**src/design/fpc_pkg.sv**
```systemverilog
package fpc_pkg;

  localparam int PLANE_COUNT = 4;
  localparam int NORMAL_REGS = 4;
  localparam int PIDX_W      = (PLANE_COUNT > 1) ? $clog2(PLANE_COUNT) : 1;

  localparam int COORD_W    = 24;
  localparam int NORM_W     = 16;
  localparam int RAD_W      = 23;
  localparam int CFG_IDX_W  = 3;
  localparam int CFG_DATA_W = 48;
  localparam int FRAC_SHIFT = 14;

  localparam int DIFF_W = COORD_W + 1;
  localparam int PROD_W = DIFF_W + NORM_W;
  localparam int DOT_W  = PROD_W + 2;
  localparam int SQ_W   = 2 * NORM_W - 1;
  localparam int NN_W   = SQ_W + 1;
  localparam int RNN_W  = RAD_W + NN_W;
  localparam int TEST_W = DOT_W + FRAC_SHIFT + 1;

  localparam int CMD_DEPTH  = 2;
  localparam int CMD_PTR_W  = (CMD_DEPTH > 1) ? $clog2(CMD_DEPTH) : 1;
  localparam int CMD_CNT_W  = $clog2(CMD_DEPTH + 1);

  typedef enum logic [1:0] {
    PRIM_SPHERE   = 2'd0,
    PRIM_TRIANGLE = 2'd1,
    PRIM_PLANE    = 2'd2,
    PRIM_POLY     = 2'd3
  } prim_e;

  typedef enum logic [CFG_IDX_W-1:0] {
    REG_ORIGIN_X      = 3'd0,
    REG_ORIGIN_Y      = 3'd1,
    REG_ORIGIN_Z      = 3'd2,
    REG_NORMAL_TOP    = 3'd3,
    REG_NORMAL_BOTTOM = 3'd4,
    REG_NORMAL_LEFT   = 3'd5,
    REG_NORMAL_RIGHT  = 3'd6
  } cfg_reg_e;

  typedef enum logic [1:0] {
    ENG_IDLE,
    ENG_ISSUE,
    ENG_DRAIN,
    ENG_FINISH
  } eng_state_e;

  typedef struct packed {
    logic [COORD_W-1:0] z;
    logic [COORD_W-1:0] y;
    logic [COORD_W-1:0] x;
  } point_t;

  typedef struct packed {
    logic [NORM_W-1:0] z;
    logic [NORM_W-1:0] y;
    logic [NORM_W-1:0] x;
  } normal_t;

  typedef struct packed {
    prim_e              kind;
    logic               last;
    logic [1:0]         vmax;
    logic [RAD_W-1:0]   radius;
    point_t             pa;
    point_t             pb;
    point_t             pc;
  } cmd_t;

endpackage

```
**src/design/fpc_front.sv**
```systemverilog
module fpc_front (
  input  logic                        push_i,
  input  logic                        fifo_full_i,
  input  logic [1:0]                  func_i,
  input  logic [fpc_pkg::COORD_W-1:0] ax_i,
  input  logic [fpc_pkg::COORD_W-1:0] ay_i,
  input  logic [fpc_pkg::COORD_W-1:0] az_i,
  input  logic [fpc_pkg::COORD_W-1:0] bx_i,
  input  logic [fpc_pkg::COORD_W-1:0] by_coord_i,
  input  logic [fpc_pkg::COORD_W-1:0] bz_i,
  input  logic [fpc_pkg::COORD_W-1:0] cx_i,
  input  logic [fpc_pkg::COORD_W-1:0] cy_i,
  input  logic [fpc_pkg::COORD_W-1:0] cz_i,
  input  logic [fpc_pkg::RAD_W-1:0]   radius_i,
  input  logic                        last_i,
  output logic                        wr_o,
  output fpc_pkg::cmd_t               cmd_o
);
  import fpc_pkg::*;

  prim_e kind;

  assign kind = prim_e'(func_i);
  assign wr_o = push_i && !fifo_full_i;

  // Only a sphere widens its test by the radius; a triangle walks all three vertices.
  always_comb begin
    cmd_o.kind   = kind;
    cmd_o.last   = last_i;
    cmd_o.vmax   = (kind == PRIM_TRIANGLE) ? 2'd2 : 2'd0;
    cmd_o.radius = (kind == PRIM_SPHERE) ? radius_i : '0;
    cmd_o.pa     = '{z: az_i, y: ay_i, x: ax_i};
    cmd_o.pb     = '{z: bz_i, y: by_coord_i, x: bx_i};
    cmd_o.pc     = '{z: cz_i, y: cy_i, x: cx_i};
  end

endmodule

```
**config.mk**
```make
export PLATFORM = sky130hd
export DESIGN_NAME = fpc_front
export DESIGN_NICKNAME = d
export VERILOG_FILES = /design/src/design/fpc_pkg.sv /design/src/design/fpc_front.sv
export SDC_FILE = /design/constraint.sdc
export NUM_CORES = 1
export LEC_CHECK = 0
export ABC_AREA = 0
export BUFFER_PORTS_ARGS = -buffer_cell sky130_fd_sc_hd__buf_4
export CAP_MARGIN = 20
export CORE_AREA = 3 3 191 193
export DETAILED_ROUTE_END_ITERATION = 10
export DIE_AREA = 0 0 194 196
export PLACE_DENSITY = 0.36
export SYNTH_ARGS = -nofsm -noshare
export SYNTH_HDL_FRONTEND = slang
export SYNTH_SLANG_ARGS = --single-unit
```
**constraint.sdc**
```tcl
create_clock -name vclk -period 1.1
set_input_delay 0.22 -clock vclk [all_inputs]
set_output_delay 0.22 -clock vclk [all_outputs]
set_load 0.01 [all_outputs]
```
; ---- Word-level counts from Yosys, hierarchy flattened
; Cells that the tools add are included.
[totals]
register_bits = 0
inputBits = 244
out_inout_bits = 245
elab_cells = 6
[classes]
n_eq_ne = 1
mux = 2
reduce_logical = 3
[op_table]
columns = op, count
row1 = 23-bit 2-to-1 mux, 1
row2 = 2-bit by 1-bit == test with 1-bit output (second input constant), 1
row3 = 2-bit logical NOT, 1
row4 = 2-bit 2-to-1 mux, 1
row5 = 1-bit logical AND, 1
row6 = 1-bit logical NOT, 1

; ---- Longest topological paths before layout
[depth]
word_depth = 2
mapped_depth = 2
depth_no_buf = 1

; ---- Worst setup path before layout
; Ideal clock, no wire load.
[synth_timing]
kind = in2out
startpoint = input port func_i[1]
endpoint = output port cmd_o[216] (netlist name)
t_arrival_ps = 589
t_required_ps = 880
slack_ps = 291
stages = 2
n_path_buf = 1
path_cell_list = buf_6 -> nor3b_2
[synth_lines]
columns = element, line_no
row1 = start: declaration, fpc_front.sv:4  ; input logic [1:0] func_i,
row2 = end: declaration, fpc_front.sv:17  ; output fpc_pkg::cmd_t cmd_o

==> impl_results.md <==
- Min-Delay Path Class: input port to output pin
- Placer Congestion: roughly 0.56
- DIE WIDTH: 194 µm
- Fin crit share: 0.973
- Grt ovf: 0
- Worst EP arrival: 0.85 ns
- Ant. Diodes: 0
- GR Util met2: 0.0536
- CP endpoint: cmd_o[232]
- Met1 Use GR: 0.0116
- Port Buffer Count: 54
- Worst Setup SP: func_i[1]
- Seq/Total Area, Yosys: 0
- CLK BUF: 0
- Pleak: ~0.36 nW
- Peak fanout along the critical path: 20
- GRT met3 Usage: 0.0362
- # DRC: 0
- Drt pass-1 iters: 4
- Wirelength, routed: a little over 7 mm
- Die H: 196 µm
- DR vias: between 700 and 800
- Area grow syn2layout: -34.5%
- Dpl ws: -0.0731 ns
- Syn Inst Count: 250
- Status: complete, no violations
- Wirelength per Cell: about 14 µm
- Power Density: 202 nW/µm²
- Worst VDD drop: about 65 µV
- Syn Area/Cell: just under 8 µm²
- Max Fclk: between 900 and 1000 MHz
- Rows: 68
- Final nets: 327
- Setup ws final: just under 0.03 ns
- Global-route wire length before repair: 8.52 mm
- Post-CTS Hold Fix Bufs: 0
- Final core utilization: 0.0375
- Final number of hold-violating endpoints: 0
- Core Region: ~35000 µm²
- Fillers: roughly 4.1k
- Global Route Usage Sum: 0.0327
- Share of cells above drive strength 1: 0.951
- Storage cell area: 0 µm²
- Tmin final: about 1.1 ns
- Largest net degree at the start of global routing: 26
- GRT Max-Usage Layer: met2
- Initial antenna violation count: 0
- RSZ-0062 raised after global routing: no
- Yosys cell types: 7
- Die Area: between 30000 and 40000 µm²
- Setup CP Type: input port to output pin
- Number of sequential cells: 0
- Initial core utilization: 0.0573
- Final setup viols: 0
- Synth Net Count: 494
- Vias in the first global route: slightly below 900
- Io pins: between 400 and 500
- ANT nets after route: 0
- CP endpoint kind: output pin
- Total power: roughly 0.26 mW
- Setup crit start kind: input port
- WP data required: 0.88 ns
- Iteration-0 DRC Markers: 47
- Final Max Tran Viols: 0
- Max Cap Viol: 0
- Ys Warns: 0
- Synthesized area: a little under 2000 µm²
- Min Hold Slack: roughly 0.44 ns
- Via density: 1.47
[layout make-up]
class                      count  area [µm²]  share of cell area
multi-input combinational     26         297               0.228
tap                          455         569               0.437
timing repair buffer          55         437               0.335
[Yosys cell counts, drive strengths merged]
library cell	number	area, µm²
and2b	1	8.76
nor3b	23	273
nor2b	1	6.26
conb	1	3.75
buf	224	1700
[power breakdown]
group	switching, mW	total, mW	leakage, nW	internal (mW)
clock network	0	0	0	0
registers	0	0	0	0
logic	0.108	0.263	0.363	0.154
total	0.108	0.263	0.363	0.154
[layer usage]
layer,share of wire,vias up
li1,-,209
met1,0.12,255
met2,0.47,216
met3,0.26,110
met4,0.15,0
met5,0,-
[critical path, cell delays in order]
cell     delay [ns]
buf_8          0.15
buf_12         0.15
nor3b_2        0.17
buf_4          0.14
[logic make-up after synthesis]
| kind of cell | synth area share |
|---|---|
| other cells | 0.00189 |
| buf+inv | 0.853 |
| simple gates | 0.145 |
[placed cells by master, fill, tap and decap left out]
cell type / n
buf_8: 1
nor3b_2: 21
nor3b_1: 2
conb_1: 1
buf_4: 52
nor2b_1: 1
buf_6: 1
buf_12: 1
and2b_2: 1
[what timing repair did]
item | CTS | global route
endpoints found under the setup margin | 9 | 1
resized for setup | 4 | 0
pin swaps | 0 | 1
buffers inserted | 0 | 0
[through the flow]
| step | cells | area, µm² | TNS (ns) |
|---|---|---|---|
| 2_1_floorplan | 250 | 1990 | 0 |
| 3_3_place_gp | 536 | 1290 | -0.371 |
| 3_5_place_dp | 536 | 1290 | -0.430 |
| 4_1_cts | 536 | 1300 | 0 |
| 5_1_grt | 536 | 1300 | 0 |
| 6_report | 536 | 1300 | 0 |
[worst min-delay path by stage]
stage | endpoint | startpoint | cells past startpoint
after detailed placement | cmd_o[106] | by_coord_i[10] | 0
after floorplan | wr_o | fifo_full_i | 1
final | cmd_o[112] | by_coord_i[16] | 0
after global routing | cmd_o[112] | by_coord_i[16] | 0
after CTS | cmd_o[106] | by_coord_i[10] | 0
after global placement | cmd_o[106] | by_coord_i[10] | 0
Note: power is estimated with default switching activity, not from simulation.
