### config.mk
export PLATFORM = sky130hd
export DESIGN_NAME = fpc_cmd_fifo
export DESIGN_NICKNAME = d
export VERILOG_FILES = /design/src/design/fpc_pkg.sv /design/src/design/fpc_cmd_fifo.sv
export SDC_FILE = /design/constraint.sdc
export NUM_CORES = 1
export LEC_CHECK = 0
export ABC_AREA = 1
export BUFFER_PORTS_ARGS = -buffer_cell sky130_fd_sc_hd__buf_2
export CAP_MARGIN = 20
export CORE_ASPECT_RATIO = 0.8
export CORE_MARGIN = 2
export CORE_UTILIZATION = 40
export CTS_BUF_LIST = sky130_fd_sc_hd__clkbuf_4
export CTS_CLUSTER_DIAMETER = 40
export CTS_CLUSTER_SIZE = 30
export DETAILED_ROUTE_END_ITERATION = 6
export GPL_ROUTABILITY_DRIVEN = 0
export PLACE_DENSITY = 0.66
export SETUP_SLACK_MARGIN = 0.1
export SYNTH_ARGS = -nofsm -noshare
export SYNTH_HDL_FRONTEND = slang
export SYNTH_SLANG_ARGS = --single-unit
### constraint.sdc
create_clock -name clk_i -period 11.1 [get_ports clk_i]
set_input_delay 0 -clock clk_i [delete_from_list [all_inputs] [get_ports clk_i]]
set_output_delay 0 -clock clk_i [all_outputs]
set_load 0.02 [all_outputs]
### src/design/fpc_pkg.sv
package fpc_pkg;

  localparam int PLANE_COUNT = 4;
  localparam int NORMAL_REGS = 4;
  localparam int PIDX_W      = (PLANE_COUNT > 1) ? $clog2(PLANE_COUNT) : 1;

  localparam int COORD_W    = 24;
  localparam int NORM_W     = 16;
  localparam int RAD_W      = 23;
  localparam int CFG_IDX_W  = 3;
  localparam int CFG_DATA_W = 48;
  localparam int FRAC_SHIFT = 14;

  localparam int DIFF_W = COORD_W + 1;
  localparam int PROD_W = DIFF_W + NORM_W;
  localparam int DOT_W  = PROD_W + 2;
  localparam int SQ_W   = 2 * NORM_W - 1;
  localparam int NN_W   = SQ_W + 1;
  localparam int RNN_W  = RAD_W + NN_W;
  localparam int TEST_W = DOT_W + FRAC_SHIFT + 1;

  localparam int CMD_DEPTH  = 2;
  localparam int CMD_PTR_W  = (CMD_DEPTH > 1) ? $clog2(CMD_DEPTH) : 1;
  localparam int CMD_CNT_W  = $clog2(CMD_DEPTH + 1);

  typedef enum logic [1:0] {
    PRIM_SPHERE   = 2'd0,
    PRIM_TRIANGLE = 2'd1,
    PRIM_PLANE    = 2'd2,
    PRIM_POLY     = 2'd3
  } prim_e;

  typedef enum logic [CFG_IDX_W-1:0] {
    REG_ORIGIN_X      = 3'd0,
    REG_ORIGIN_Y      = 3'd1,
    REG_ORIGIN_Z      = 3'd2,
    REG_NORMAL_TOP    = 3'd3,
    REG_NORMAL_BOTTOM = 3'd4,
    REG_NORMAL_LEFT   = 3'd5,
    REG_NORMAL_RIGHT  = 3'd6
  } cfg_reg_e;

  typedef enum logic [1:0] {
    ENG_IDLE,
    ENG_ISSUE,
    ENG_DRAIN,
    ENG_FINISH
  } eng_state_e;

  typedef struct packed {
    logic [COORD_W-1:0] z;
    logic [COORD_W-1:0] y;
    logic [COORD_W-1:0] x;
  } point_t;

  typedef struct packed {
    logic [NORM_W-1:0] z;
    logic [NORM_W-1:0] y;
    logic [NORM_W-1:0] x;
  } normal_t;

  typedef struct packed {
    prim_e              kind;
    logic               last;
    logic [1:0]         vmax;
    logic [RAD_W-1:0]   radius;
    point_t             pa;
    point_t             pb;
    point_t             pc;
  } cmd_t;

endpackage

### src/design/fpc_cmd_fifo.sv
module fpc_cmd_fifo (
  input  logic          clk_i,
  input  logic          rst_ni,
  input  logic          wr_i,
  input  fpc_pkg::cmd_t data_i,
  input  logic          rd_i,
  output fpc_pkg::cmd_t data_o,
  output logic          full_o,
  output logic          empty_o
);
  import fpc_pkg::*;

  cmd_t                 mem_q [CMD_DEPTH];
  logic [CMD_PTR_W-1:0] wr_ptr_q, wr_ptr_d;
  logic [CMD_PTR_W-1:0] rd_ptr_q, rd_ptr_d;
  logic [CMD_CNT_W-1:0] cnt_q, cnt_d;
  logic                 do_wr, do_rd;

  assign full_o  = (cnt_q == CMD_CNT_W'(CMD_DEPTH));
  assign empty_o = (cnt_q == '0);
  assign do_wr   = wr_i && !full_o;
  assign do_rd   = rd_i && !empty_o;
  assign data_o  = mem_q[rd_ptr_q];

  always_comb begin
    wr_ptr_d = wr_ptr_q;
    rd_ptr_d = rd_ptr_q;
    cnt_d    = cnt_q;
    if (do_wr) begin
      wr_ptr_d = (wr_ptr_q == CMD_PTR_W'(CMD_DEPTH - 1)) ? '0 : CMD_PTR_W'(wr_ptr_q + 1'b1);
    end
    if (do_rd) begin
      rd_ptr_d = (rd_ptr_q == CMD_PTR_W'(CMD_DEPTH - 1)) ? '0 : CMD_PTR_W'(rd_ptr_q + 1'b1);
    end
    if (do_wr && !do_rd) begin
      cnt_d = CMD_CNT_W'(cnt_q + 1'b1);
    end else if (do_rd && !do_wr) begin
      cnt_d = CMD_CNT_W'(cnt_q - 1'b1);
    end
  end

  always_ff @(posedge clk_i or negedge rst_ni) begin
    if (!rst_ni) begin
      wr_ptr_q <= '0;
      rd_ptr_q <= '0;
      cnt_q    <= '0;
    end else begin
      wr_ptr_q <= wr_ptr_d;
      rd_ptr_q <= rd_ptr_d;
      cnt_q    <= cnt_d;
    end
  end

  always_ff @(posedge clk_i) begin
    if (do_wr) begin
      mem_q[wr_ptr_q] <= data_i;
    end
  end

endmodule

==> results.cfg, run 1 <==
[run_status]
status = aborted with a tool error
failing_step = 4_1_cts
toolErrorMsg = [ERROR RSZ-0060] Max buffer count reached.

[die]
io-pin-count = 494
row_count = 69
start_util_pct = 40.5
die_h_um = 193
die_x_um = 241

[synth]
synth_top_cells_by_area = edfxtp_1 (82%), nand2_1 (16%), buf_2 (1.1%)
synth-seq-area-share_pct = 82.3
netlist_area_mm2 = 0.0179
synth_top_flop_cell = edfxtp_1
ys_warn_count = 0
yosysTopAreaCellShare_pct = 81.7
synth_area_leader_cell = edfxtp_1
synth_seq_cells = 492
synth_edf_count = 488
async_flop_share_pct = 0.813
ys_types = 15
synth_cells = 1306
syn_avg_cell_area_um2 = 13.7
syn-num-nets = 1555

[placement]
dpl.hpwl_um = 26100
io_buffers = 493

[cts]
post_cts_buffers = 0
root_buffer = clkbuf_4
postCtsHoldBufs = 492
clockBufferDepth = 3
h-tree-depth = 2
numCtsBuffers = 52
cts.sinks = 492
post_cts_resized = 0
==> stage by stage <==
step	area (um^2)	setup WS (ps)	hold WS, ps	util [%]	instances
after floorplan	17900	3700	-296	-	1306
after detailed placement	21000	7340	-191	47.3	2358
after global placement	21000	7400	-190	47.3	2358
==> logic make-up after synthesis <==
family | synth area share (%)
adder cells (fa/ha/maj) | 0.0698
flip-flops | 82.3
AND/OR/NAND/NOR | 15.7
buffers and inverters | 1.84
AO/OA/AOI/OAI | 0.0558
XOR/XNOR | 0.0489
==> synth_stat cells (2+ instances only) <==
master	n
clkbuf_1	3
buf_4	13
edfxtp_1	488
nand2_1	741
inv_1	7
buf_2	38
dfrtp_1	4
nor2_1	4
o21ai_0	2
==> inputs of run 2 (changes only) <==
CORE_ASPECT_RATIO = unset   (was 0.8)
CORE_UTILIZATION = 25   (was 40)
CTS_BUF_LIST = unset   (was sky130_fd_sc_hd__clkbuf_4)
CTS_CLUSTER_DIAMETER = unset   (was 40)
CTS_CLUSTER_SIZE = unset   (was 30)
PLACE_DENSITY = unset   (was 0.66)
PLACE_DENSITY_LB_ADDON = 0.15   (was unset)
SETUP_SLACK_MARGIN = unset   (was 0.1)
clock period = 14.4 ns   (was 11.1 ns; I/O delays follow)
==> results.cfg, run 2 <==
[cts]
clkTransAtPathRegs_ps = 60
root_buffer = clkbuf_16
h-tree-depth = 2
post_cts_buffers = 0
numCtsBuffers = 55
clock_latency_ps = 610
postCtsHoldBufs = 248
clockBufferDepth = 3
cts_tree = built
cts.sinks = 492
post_cts_resized = 0

[power_and_ir_drop]
pwr_density_cell_mw_per_mm2 = 203
p_leak_nw = 10.7
p_int_mw = 3.20
irDropWorstVdd_uv = 118
comb_power_share_pct = 35.3
seqPwrFrac_pct = 39.2
switching_share_pct = 38.5
p_switching_mw = 2.00
p_clk_share_pct = 25.5

[drt]
drtPass1Iterations = 4
drc = 0
wl_um = 49000
drt_iter0_drc = 617
postRouteAntennaNets = 0
post_drt_wl_per_cell_um = 16.0
avgViaCountPerCell = 3.96
via_count = 12091

[grt]
antenna_found_initial = 2
grt_pass1_wl_um = 73100
grt_max_degree = 123
met1_usage_pct = 15.7
track_usage_pct = 12.8
busiest_layer = met2
grt_pass1_vias = 12337
grt_overflow = 0
grt_use_met3_pct = 4.00
grt.met2_usage_pct = 21.6

[worst_setup_path]
cp.arrival_ps = 3890
crit_type = flop to flop
crit_required_ps = 14620
crit_fanout = 122
r2r-start = cnt_q[0]
cp-end-kind = flop
r2r-end = mem_q[0][87]
reg2reg_slack_ps = 10730
r2r_cells = 6
startpoint_type = flop

[synth]
synth_area_leader_cell = edfxtp_1
async_flop_share_pct = 0.813
netlist_area_mm2 = 0.0179
synth_top_cells_by_area = edfxtp_1 (82%), nand2_1 (16%), buf_2 (1.1%)
synth_cells = 1306
yosysTopAreaCellShare_pct = 81.7
synth_top_flop_cell = edfxtp_1
synth_edf_count = 488
ys_types = 15
synthTopCellsByCount = nand2_1 (741), edfxtp_1 (488), buf_2 (38), buf_4 (13), inv_1 (7)
synth-seq-area-share_pct = 82.3
ys_warn_count = 0
syn_avg_cell_area_um2 = 13.7
yosysMostFrequentCell = nand2_1
synth_seq_cells = 492
syn-num-nets = 1555

[placement]
pre_cts_ws_ps = 10480
dpl.hpwl_um = 30000
place_area_mm2 = 0.0214
numPlacedInstances = 2706
io_buffers = 493

[min_path]
hp-start = data_i[58]
whs_endpoint = mem_q[1][58]
holdPathStages = 2
min_path_type = input pin to flop

[sta]
fmax_mhz = 273
finClkSkew_ps = 32.3
rsz0062_at_grt = no
min_period_ps = 3670
layout_setup_ws_ps = 10730
slew_violations = 0
timing.final.crit_share_pct = 25.5
setup_tns_ps = 0
tightest_slew_ps = 1080
setup_viol = 0
slew_headroom_pct = 28.3
hold_viol = 0

[run_status]
status = finished, final reports clean

[finish]
utilization_pct = 35.9
final_cell_area_mm2 = 0.0256
multi_input_area_mm2 = 0.00285
layoutNonFillerInstCount = 3057
drive_above_1_share_pct = 28.0
seq_area_mm2 = 0.0148
regMostFlops = mem_q
area_delta_synth_final_pct = 42.6
largestRegisters = mem_q (488), cnt_q (2)
nets = 2310
largest_reg_flops = 488
layout_common_cells = nand2_1 (741), buf_2 (493), edfxtp_1 (488)
fillCellCount = 7066
final_common_cell = nand2_1

[die]
row_count = 98
die_x_um = 272
die_h_um = 272
start_util_pct = 25.2
io-pin-count = 494
die_area_mm2 = 0.0739
coreArea_mm2 = 0.0712

[run]
max_cap_viol_count = 0
run 2: cell counts after synthesis:
No cell type changed its count.
run 2: worst max path at each step:
stage	start	end	slack (ps)
2_1_floorplan	cnt_q[1]	mem_q[1][0]	2870
3_3_place_gp	cnt_q[1]	mem_q[0][16]	10510
3_5_place_dp	cnt_q[1]	mem_q[0][111]	10480
4_1_cts	cnt_q[0]	mem_q[0][85]	10440
5_1_grt	cnt_q[0]	mem_q[0][85]	10330
6_report	cnt_q[0]	mem_q[0][87]	10730
run 2: area by class of cell:
cell class | count | share of cell area [%]
Timing Repair Buffer | 752 | 19.7
Multi-Input combinational cell | 752 | 11.2
Clock inverter | 36 | 1.06
Antenna cell | 1 | 0.00979
Inverter | 8 | 0.176
Clock buffer | 66 | 5.54
Tap cell | 950 | 4.65
Sequential cell | 492 | 57.7
run 2: cells by family after synthesis:
logic type | synth area share (%)
AO/OA/AOI/OAI | 0.0558
XOR/XNOR | 0.0489
adder cells (fa/ha/maj) | 0.0698
buffers and inverters | 1.84
flip-flops | 82.3
AND/OR/NAND/NOR | 15.7
run 2: power groups by stage:
stage / Clock, mW / Combinational (mW) / Sequential, mW
2_1_floorplan: 0 / 1.13 / 2.15
3_3_place_gp: 0 / 1.84 / 2.06
3_5_place_dp: 0 / 1.84 / 2.07
4_1_cts: 1.38 / 1.90 / 2.04
5_1_grt: 1.43 / 2.02 / 2.07
6_report: 1.33 / 1.84 / 2.04
run 2: critical path, cell delays in order, from the launching register on:
cell	delay, ps
dfrtp_1	470
nor2_1	100
nor2_1	140
nand2_1	170
inv_8	590
buf_4	920
buf_4	760
run 2: metrics by stage:
stage | total power, mW | hold slack, ps
after floorplan | 3.27 | -296
after global placement | 3.90 | -178
after detailed placement | 3.91 | -176
after CTS | 5.32 | 52.7
after global routing | 5.51 | 74.0
final | 5.20 | 112
run 2: metal layers:
layer,vias to the layer above,share of wire [%]
li1,5940,-
met1,5752,42
met2,325,49
met3,74,7.6
met4,0,2.4
met5,-,0
(Power assumes the default switching activity.)
